`src/hw/rtl/spq_pkg.sv`:
```
// spq_pkg: shared constants, codes and types of the stable priority queue
// used by spq_cell and stable_priority_queue; no dependencies

package spq_pkg;

    localparam int CAPACITY = 16;
    localparam int CNT_W    = $clog2(CAPACITY + 1);
    localparam int FILL_W   = 5;
    localparam int DATA_W   = 32;

    localparam logic MODE_INSERT = 1'b0;
    localparam logic MODE_REMOVE = 1'b1;

    localparam logic [1:0] ST_INSERTED  = 2'd0;
    localparam logic [1:0] ST_REMOVED   = 2'd1;
    localparam logic [1:0] ST_UNDERFLOW = 2'd2;
    localparam logic [1:0] ST_FULL      = 2'd3;

    typedef struct packed {
        logic signed [DATA_W-1:0] val;
        logic signed [DATA_W-1:0] prio;
    } t_entry;

    // broadcast to every cell in the cycle an item is accepted
    typedef struct packed {
        logic   ins;
        logic   rem;
        t_entry entry;
    } t_cell_ctl;

endpackage

```
`src/hw/rtl/spq_cell.sv`:
```
// spq_cell: one slot of the sorted chain, holds one entry
// depends on spq_pkg

module spq_cell (
    input  logic               i_clk,
    input  spq_pkg::t_cell_ctl i_ctl,
    input  logic               i_occupied,
    input  logic               i_left_keep,
    input  spq_pkg::t_entry    i_left,
    input  spq_pkg::t_entry    i_right,
    output logic               o_keep,
    output spq_pkg::t_entry    o_entry
);

    spq_pkg::t_entry r_entry;
    spq_pkg::t_entry n_entry;

    // entry stays put when it sorts ahead of or ties with the new one
    assign o_keep  = i_occupied && (r_entry.prio <= i_ctl.entry.prio);
    assign o_entry = r_entry;

    always_comb begin
        n_entry = r_entry;
        if (i_ctl.ins && !o_keep) begin
            if (i_left_keep) begin
                n_entry = i_ctl.entry;
            end else begin
                n_entry = i_left;
            end
        end else if (i_ctl.rem) begin
            n_entry = i_right;
        end
    end

    always_ff @(posedge i_clk) begin
        r_entry <= n_entry;
    end

endmodule

```
`src/hw/rtl/stable_priority_queue.sv`:
```
// stable_priority_queue: sorted queue built as a chain of entry cells
// depends on spq_pkg and spq_cell
//
// channel   direction  handshake                 payload
// in        in         i_in_valid / o_in_stall   i_mode, i_item_value, i_item_priority
// out       out        o_out_valid / i_out_stall o_status, o_head_value,
//                                                o_head_priority, o_fill_level
//
// all cells compare and shift in parallel in the cycle an item is accepted, and
// its result sits in the output register the next cycle; one item per cycle is
// sustained while i_out_stall is low; the single output register is the only
// buffer, so o_in_stall is high only while a result waits and i_out_stall is high
// reset (i_rst_n low, synchronous) empties the queue and drops any waiting result
// cell contents are not reset; slots past the fill count are never read

module stable_priority_queue (
    input  logic                               i_clk,
    input  logic                               i_rst_n,
    input  logic                               i_in_valid,
    output logic                               o_in_stall,
    input  logic                               i_mode,
    input  logic signed [spq_pkg::DATA_W-1:0]  i_item_value,
    input  logic signed [spq_pkg::DATA_W-1:0]  i_item_priority,
    output logic                               o_out_valid,
    input  logic                               i_out_stall,
    output logic        [1:0]                  o_status,
    output logic signed [spq_pkg::DATA_W-1:0]  o_head_value,
    output logic signed [spq_pkg::DATA_W-1:0]  o_head_priority,
    output logic        [spq_pkg::FILL_W-1:0]  o_fill_level
);

    // entry count and output register
    logic [spq_pkg::CNT_W-1:0]          r_count;
    logic [spq_pkg::CNT_W-1:0]          n_count;
    logic                               r_out_valid;
    logic [1:0]                         r_status;
    logic [1:0]                         n_status;
    logic signed [spq_pkg::DATA_W-1:0]  r_head_value;
    logic signed [spq_pkg::DATA_W-1:0]  r_head_priority;
    logic [spq_pkg::FILL_W-1:0]         r_fill_level;

    logic                accept;
    logic                is_full;
    logic                is_empty;
    spq_pkg::t_cell_ctl  ctl;

    // chain wiring, one element per cell
    spq_pkg::t_entry cell_entry [spq_pkg::CAPACITY];
    logic            cell_keep  [spq_pkg::CAPACITY];

    // a new item enters whenever the output register is free or drains now
    assign o_in_stall = r_out_valid && i_out_stall;
    assign accept     = i_in_valid && !o_in_stall;

    assign is_full  = (r_count == spq_pkg::CNT_W'(spq_pkg::CAPACITY));
    assign is_empty = (r_count == '0);

    assign ctl.ins        = accept && (i_mode == spq_pkg::MODE_INSERT) && !is_full;
    assign ctl.rem        = accept && (i_mode == spq_pkg::MODE_REMOVE) && !is_empty;
    assign ctl.entry.val  = i_item_value;
    assign ctl.entry.prio = i_item_priority;

    // slot 0 is the head; the new entry lands in the first cell that does not keep
    for (genvar g = 0; g < spq_pkg::CAPACITY; g++) begin : g_cell
        logic            left_keep;
        spq_pkg::t_entry left_entry;
        spq_pkg::t_entry right_entry;

        if (g == 0) begin : g_head
            assign left_keep  = 1'b1;
            assign left_entry = ctl.entry;
        end else begin : g_body
            assign left_keep  = cell_keep[g-1];
            assign left_entry = cell_entry[g-1];
        end

        if (g == spq_pkg::CAPACITY - 1) begin : g_tail
            assign right_entry = '0;
        end else begin : g_mid
            assign right_entry = cell_entry[g+1];
        end

        spq_cell u_cell (
            .i_clk       (i_clk),
            .i_ctl       (ctl),
            .i_occupied  (spq_pkg::CNT_W'(g) < r_count),
            .i_left_keep (left_keep),
            .i_left      (left_entry),
            .i_right     (right_entry),
            .o_keep      (cell_keep[g]),
            .o_entry     (cell_entry[g])
        );
    end

    // result status and next count
    always_comb begin
        n_count = r_count;
        if (i_mode == spq_pkg::MODE_INSERT) begin
            if (is_full) begin
                n_status = spq_pkg::ST_FULL;
            end else begin
                n_status = spq_pkg::ST_INSERTED;
                n_count  = r_count + spq_pkg::CNT_W'(1);
            end
        end else begin
            if (is_empty) begin
                n_status = spq_pkg::ST_UNDERFLOW;
            end else begin
                n_status = spq_pkg::ST_REMOVED;
                n_count  = r_count - spq_pkg::CNT_W'(1);
            end
        end
    end

    always_ff @(posedge i_clk) begin
        if (!i_rst_n) begin
            r_count     <= '0;
            r_out_valid <= 1'b0;
        end else if (accept) begin
            r_count     <= n_count;
            r_out_valid <= 1'b1;
        end else if (!i_out_stall) begin
            r_out_valid <= 1'b0;
        end
    end

    // result payload, loaded with each accepted item
    always_ff @(posedge i_clk) begin
        if (accept) begin
            r_status     <= n_status;
            r_fill_level <= spq_pkg::FILL_W'(n_count);
            if (ctl.rem) begin
                r_head_value    <= cell_entry[0].val;
                r_head_priority <= cell_entry[0].prio;
            end else begin
                r_head_value    <= '0;
                r_head_priority <= '0;
            end
        end
    end

    assign o_out_valid     = r_out_valid;
    assign o_status        = r_status;
    assign o_head_value    = r_head_value;
    assign o_head_priority = r_head_priority;
    assign o_fill_level    = r_fill_level;

`ifndef ASSERT_OFF
    // count never passes the number of cells
    a_count_bound : assert property (@(posedge i_clk) disable iff (!i_rst_n)
        r_count <= spq_pkg::CNT_W'(spq_pkg::CAPACITY))
        else $error("entry count above capacity");

    // head and second slot stay in priority order
    a_sorted : assert property (@(posedge i_clk) disable iff (!i_rst_n)
        (r_count >= spq_pkg::CNT_W'(2)) |-> (cell_entry[0].prio <= cell_entry[1].prio))
        else $error("head slot out of order");

    // a remove on an empty queue reports underflow
    a_underflow : assert property (@(posedge i_clk) disable iff (!i_rst_n)
        (accept && (i_mode == spq_pkg::MODE_REMOVE) && is_empty)
        |=> (o_out_valid && (o_status == spq_pkg::ST_UNDERFLOW)))
        else $error("underflow not reported");

    // an insert into a full queue leaves the count alone
    a_full_drop : assert property (@(posedge i_clk) disable iff (!i_rst_n)
        (accept && (i_mode == spq_pkg::MODE_INSERT) && is_full) |=> $stable(r_count))
        else $error("full insert changed count");
`endif

endmodule

```
`config.mk`:
```
export PLATFORM = sky130hd
export DESIGN_NAME = stable_priority_queue
export DESIGN_NICKNAME = d
export VERILOG_FILES = /design/src/hw/rtl/spq_pkg.sv /design/src/hw/rtl/spq_cell.sv /design/src/hw/rtl/stable_priority_queue.sv
export SDC_FILE = /design/constraint.sdc
export NUM_CORES = 2
export LEC_CHECK = 0
export BUFFER_PORTS_ARGS = -buffer_cell sky130_fd_sc_hd__buf_2
export CAP_MARGIN = 10
export CORE_MARGIN = 3
export CORE_UTILIZATION = 60
export CTS_CLUSTER_DIAMETER = 100
export DETAILED_ROUTE_END_ITERATION = 8
export PLACE_DENSITY = 0.77
export SYNTH_ARGS = -nofsm -noshare
export SYNTH_HDL_FRONTEND = slang
export SYNTH_SLANG_ARGS = --single-unit
```
`constraint.sdc`:
```
create_clock -name i_clk -period 10.4 [get_ports i_clk]
set_input_delay 0.52 -clock i_clk [delete_from_list [all_inputs] [get_ports i_clk]]
set_output_delay 0.52 -clock i_clk [all_outputs]
set_load 0.02 [all_outputs]
```
## Word-level counts from Yosys, hierarchy flattened

Index checks and enable logic that the tools add are counted.

- Register bits after elaboration: 1101
- Word-level logic and storage cells: 204

- Mux-type cells: 55
- Reduce and logical (&&, ||, !) cells: 74
- Bitwise operators: 1
- $lt $le $gt $ge: 32
- Equal/unequal tests: 2
- Add/subtract/negate cells: 2

Operators by type and width:

| operator | count |
|---|---|
| 64-bit 2-to-1 mux | 47 |
| 32-bit <= comparator | 16 |
| 4-bit by 5-bit less-than comparator with 1-bit output, first input constant | 8 |
| 1-bit logical AND | 38 |
| 2-bit nonzero test | 16 |
| 3-bit by 5-bit less-than comparator with 1-bit output, first input constant | 4 |
| 1-bit logical NOT | 19 |
| 5-bit 2-to-1 mux | 3 |
| 1-bit by 5-bit less-than comparator with 1-bit output, first input constant | 2 |
| 2-bit by 5-bit less-than comparator with 1-bit output, first input constant | 2 |
| 2-bit 2-to-1 mux | 3 |
| 5-bit by 1-bit adder with 5-bit output, second input constant | 1 |
| 5-bit equality test, second input constant | 1 |
| 5-bit logical NOT | 1 |
| 5-bit by 1-bit subtractor with 5-bit output, second input constant | 1 |
| 1-bit 2-to-1 mux | 2 |
| 2-bit by 1-bit inequality test with 1-bit output, second input constant | 1 |
| 1-bit inverter | 1 |

## Longest topological paths before layout

- Depth after elaboration: 7
- Gate-level depth with buffers: 13
- Gate-level depth less buffers: 10

## Modules after synthesis

Synthesis repeated with hierarchy kept, for this count alone.

- Cells, all modules: 5524
- Area total of the unflattened synthesis: 75526.2 um^2

By module, submodules not included:

| module | cells each | instances | area each (um^2) |
|---|---|---|---|
| spq_cell (g_cell[0].u_cell ...) | 330 | 14 | 4513.1 |
| spq_cell (g_cell[8].u_cell ...) | 330 | 2 | 4506.8 |
| stable_priority_queue | 244 | 1 | 3329.4 |

## Worst setup path after synthesis

Ideal clock, no wire load.

- Path type: input-to-reg
- From: in i_item_priority[31] (netlist name)
- To: reg g_cell[12].u_cell.r_entry, in the netlist g_cell[12].u_cell.o_entry[0], enable pin
- Setup slack: 2680 ps
- Stages: 9
- Required time: 9826 ps
- Library setup time: 574 ps
- Arrival: 7146 ps
- Buffers on the path: 2
- Cell sequence: inv_1 ha_1 nand4_1 or4_1 nor3_1 o31ai_4 buf_6 buf_2 o21ai_0

- Word-level cells in the longest chain between the ends: 5

Ends and longest elaborated chain:

| item | RTL line | text |
|---|---|---|
| start, declared | stable_priority_queue.sv:23 | `input logic signed [spq_pkg::DATA_W-1:0] i_item_priority,` |
| 32-bit <= comparator | spq_cell.sv:19 | `assign o_keep = i_occupied && (r_entry.prio <= i_ctl.entry.prio);` |
| 1-bit logical AND | spq_cell.sv:19 |  |
| 1-bit logical NOT | spq_cell.sv:24 | `if (i_ctl.ins && !o_keep) begin` |
| 1-bit logical AND | spq_cell.sv:24 |  |
| 2-bit nonzero test (no source line) | - |  |
| end signal, assigned | spq_cell.sv:36 | `r_entry <= n_entry;` |
| end, declared | spq_cell.sv:15 | `spq_pkg::t_entry r_entry;` |

No other way between the ends.
A chain may end at the register's enable or synchronous reset.

## Worst setup path after layout

- From: in i_item_priority[5] (netlist name)
- To: reg g_cell[14].u_cell.r_entry, in the netlist g_cell[14].u_cell.o_entry[26], enable pin

- Word-level cells in the longest chain between the ends: 5

Ends and longest elaborated chain:

| item | RTL line |
|---|---|
| 32-bit <= comparator | spq_cell.sv:19 |
| 1-bit logical AND | spq_cell.sv:19 |
| 1-bit logical NOT | spq_cell.sv:24 |
| 1-bit logical AND | spq_cell.sv:24 |
| 2-bit nonzero test (no source line) | - |
| end signal, assigned | spq_cell.sv:36 |
| end, declared | spq_cell.sv:15 |

No other way between the ends.

==> results by stage <==
Power:
- Of the total power, the share spent switching nets is 0.322.
- For this design the total switching power over the nets is 4.20 mW.
- Of the total power, combinational logic draws 0.224.
- The power density over cell area is 181 nW/um^2.
- The share of total power dissipated in sequential elements is 0.458.
- The leakage power of the design is 28.8 nW.
- The share of total power dissipated in the clock network is 0.319.
- The internal portion of the total power is 8.85 mW.
- Across the VDD grid, the largest voltage drop is 0.000171 V.

Synth:
- The synthesized-area fraction occupied by xor and xnor cells is 0.000131.
- The arithmetic-cell share of the synthesized area counting full adders, half adders and majority gates is 0.0967.
- The count of distinct cell types in the synthesized netlist is 79.
- The share of synthesized cell area in and, or, nand and nor gates is 0.105.
- The post-synthesis net count is 6729.
- The most used flip-flop cell after synthesis is sky130_fd_sc_hd__edfxtp_1.
- The largest family of logic cells by synthesized area is compound AO/OA/AOI/OAI gates.
- The mapped netlist covers 66700 sq um.
- The flip-flop and latch count after synthesis is 1101.
- The count of flip-flops with a built-in enable after synthesis is 1095.
- The compound-gate portion of the synthesized area was 0.135.
- Of the synthesized area, sequential elements account for 0.495.
- For this run, asynchronously set or reset flops after synthesis account for 0.
- Dividing the synthesized area by the synthesized cell count gives 10.8 sq um.
- During synthesis, Yosys emitted a total of 0 warnings.
- The number of instances in the synthesized netlist is 6145.
- The multiplexer area fraction after synthesis is 0.133.

Floorplanning:
- The total area inside the core boundary comes to 110000 sq um.
- The floorplan step set the die width to 339 microns.
- The I/O pin count is 142.
- The initial utilization of the core area, before any placement, comes to 0.608.
- The total die area is 115000 sq um.
- The die boundary height is 339 microns.
- The total number of placement rows is 121.

Cells and area:
- Leaving out fill and tap cells, the most frequent cells in the layout are 1095 x sky130_fd_sc_hd__edfxtp_1, 739 x sky130_fd_sc_hd__mux2i_1, 683 x sky130_fd_sc_hd__a21oi_1, 642 x sky130_fd_sc_hd__nor2_1, 530 x sky130_fd_sc_hd__o21ai_0.
- The proportion of layout cells with a drive suffix above 1 is 0.0949.
- The most common cell after layout, fill and taps aside is sky130_fd_sc_hd__edfxtp_1.
- Once layout is complete, the cells apart from fillers number 7646.
- The cell area after layout is 72000 sq um.
- The net count of the finished layout is 6643.
- The area added between synthesis and finish is 8.06%.
- For this run, the share of the core covered by cells in the final layout is 0.657.

Clocking:
- The insertion delay to the later sink of the worst-skew pair is 0.76 ns.
- Buffers inserted during clock tree synthesis total 117.
- The number of hold buffers added after CTS was 0.
- After clock tree synthesis, the clock-pin slew on the worst setup and hold paths is 0.06 ns.
- The number of H-tree branching levels is 3.
- The post-cts sizing count is 0.
- The clock passes through at most 3 buffers.
- TritonCTS built the clock tree.
- The number of setup buffers added after CTS is 0.
- The number of sinks handled by clock tree synthesis is 1101.
- The master cell of the clock root buffer is sky130_fd_sc_hd__clkbuf_16.

GRT:
- The met1 capacity usage during global routing is 0.521.
- After global routing the overflow that remains totals 0.
- The number of antenna violations at the first check in global routing is 23.
- For this run, global-route usage on met3 was measured as 0.0908.
- The pin count of the biggest net entering global routing is 81.
- The number of global-route vias before repair is 51600.
- The wire length of the first global-routing pass is 337 mm.
- For met2 alone, demand over resource in global routing was 0.576.
- For this run, the total global-route usage over all layers was measured as 0.387.
- The most heavily used metal layer in global routing is met2.

Worst setup path:
- Counting stages on the worst path, the most repeated cell is sky130_fd_sc_hd__buf_4.
- The worst path required time is 10.74 ns.
- The maximum single-stage delay on the critical path is 0.87 ns.
- The arrival time at the worst endpoint is 6.06 ns.
- The type of the setup path with the least slack is input pin to flip-flop.
- Walking the worst path, the cells encountered are buf_2, inv_1, ha_1, nand4_1, a21oi_1, o31a_1, nor4_1, nor4_4, buf_4, nand2b_4, buf_4.
- The worst setup path is captured at a flip-flop.
- The cell at the slowest stage of the critical path is sky130_fd_sc_hd__a21oi_1.
- The startpoint type of the worst setup path is an input pin.
- The top fanout value on the critical path is 74.
- The critical path contains buffers and inverters numbering 4 combined.
- The family with the most delay on the worst path is buffers and inverters.

STA:
- The final clock period utilization by the worst path is 0.550.
- The setup violation total in the final timing report is 0.
- Headroom to the max-slew limit came out at 0.0663.
- Setup total negative slack on the finished layout was measured at 0 ns.
- The count of pins over their slew limit was 0.
- Setup repair after global routing left no endpoint under its margin.
- For the pin with the worst max-slew slack, the measured transition is 1.39 ns.
- The post-route clock skew is 0.0479 ns.
- The achievable frequency is 175 MHz.
- The post-route worst hold slack is 0.0321 ns.
- The count of final hold-check violations came to 0.
- The minimum period implied by the final worst setup slack is 5.72 ns.

Place:
- Counting tap cells, the placed design contains a total of 7414 instances.
- Once placement finished, the instance area stood at 68200 sq um.
- The global placement routability congestion is 1.06.
- The HPWL after detailed placement is 148 mm.
- Port buffering added 141 buffers.

Run status:
- The run finished with clean final reports.

Detailed routing:
- The average wire per cell in the routed design is 29.9 microns.
- The detailed-routing iteration count for the pre-antenna-repair pass is 7.
- The final layout contains routed wiring with a total length of 228 mm.
- The total via count in the routed design is 53200.
- In the routed design, unresolved DRC markers number 0.
- The number of routed nets with antenna violations is 0.
- The ratio of routed vias to standard cells is 6.96.
- In this run, the number of DRC markers left after iteration 0 of detailed routing was 7391.

Job:
- Across the run, the number of max-cap violations was 0.

Hold path:
- The worst hold-check path type is input pin to flip-flop.
[registers in the layout, summed over array words and instances (netlist names)]
register and cells:
r_count 5, o_fill_level 5, o_out_valid 1, o_status 2
g_cell.u_cell.o_entry 1024, o_head_value 32, o_head_priority 32
[synth_stat cells, drive strengths merged (13+ instances only)]
cell type	instances	area, sq um
a221o	65	651
mux2	129	1450
a21oi	685	3430
mux2i	739	7400
a31oi	70	438
o211ai	27	208
nand4	107	676
inv	69	259
buf	243	1340
nand3	101	505
and2	68	425
ha	515	6440
and3	69	432
clkbuf	200	754
o21a	13	97.6
nor2	645	2420
and4	17	149
edfxtp	1095	32900
nor3	20	105
nor4	15	100
nor2b	31	194
a21o	50	375
nand2b	17	106
a211oi	16	120
nand2	430	1620
o21ai	588	2950
[cell families (layout without fill, tap and decap cells)]
logic type | after synthesis | count (layout)
compound gates | 1592 | 1592
simple gates | 1556 | 1556
flops | 1101 | 1101
mux | 868 | 868
fa+ha+maj | 515 | 515
buf+inv | 512 | 523
xor+xnor | 1 | 1
other cells | 0 | 14
[layer usage]
layer / wire (microns) / part of all wire / vias up
li1: - / - / 23000
met1: 85700 / 0.38 / 25700
met2: 97400 / 0.43 / 3809
met3: 29000 / 0.13 / 772
met4: 16100 / 0.070 / 14
met5: 207 / 0.00091 / -
[power by group through the flow]
| stage | Combinational (mW) | Sequential, mW | Clock (mW) |
|---|---|---|---|
| global route | 3.12 | 6.01 | 4.34 |
| finish | 2.92 | 5.97 | 4.16 |
| detailed placement | 2.78 | 6.04 | 0 |
| floorplan | 1.86 | 5.92 | 0 |
| CTS | 2.81 | 5.95 | 4.17 |
| global placement | 2.69 | 6.03 | 0 |
[path summary, 6_finish.rpt]
path	start	endpoint	slack, ns	cells past startpoint
worst min-delay path	i_in_valid	o_out_valid	0.03	2
worst min register to register	g_cell[0].u_cell.o_entry[43]	o_head_value[11]	0.55	1
worst max-delay path	i_item_priority[5]	g_cell[14].u_cell.o_entry[26]	4.68	11
worst max register to register	g_cell[14].u_cell.o_entry[6]	g_cell[14].u_cell.o_entry[26]	4.91	9
[area by class of cell]
type                            count  area, sq um
Fill cell                        8529        37600
Sequential cell                  1101        33000
Multi-Input combinational cell   4532        31700
Clock buffer                      150         3050
Tap cell                         1476         1850
Timing Repair Buffer              238         1460
Clock inverter                     66          657
Inverter                           69          262
Antenna cell                       14         35.0
[worst register-to-register path, delay by kind of cell (launching register included)]
kind,cells,cell delay [ns]
flops,1,0.44
compound gates,2,1.13
buf+inv,2,1.61
simple gates,4,1.44
fa+ha+maj,1,0.36
[metrics by stage]
stage / setup WS (ns) / total power, mW
after detailed placement: 4.17 / 8.82
after global placement: 4.19 / 8.72
after global routing: 4.63 / 13.5
after floorplan: 2.68 / 7.77
after CTS: 4.86 / 12.9
final: 4.68 / 13.1
Power figures use the tool's default switching activity.
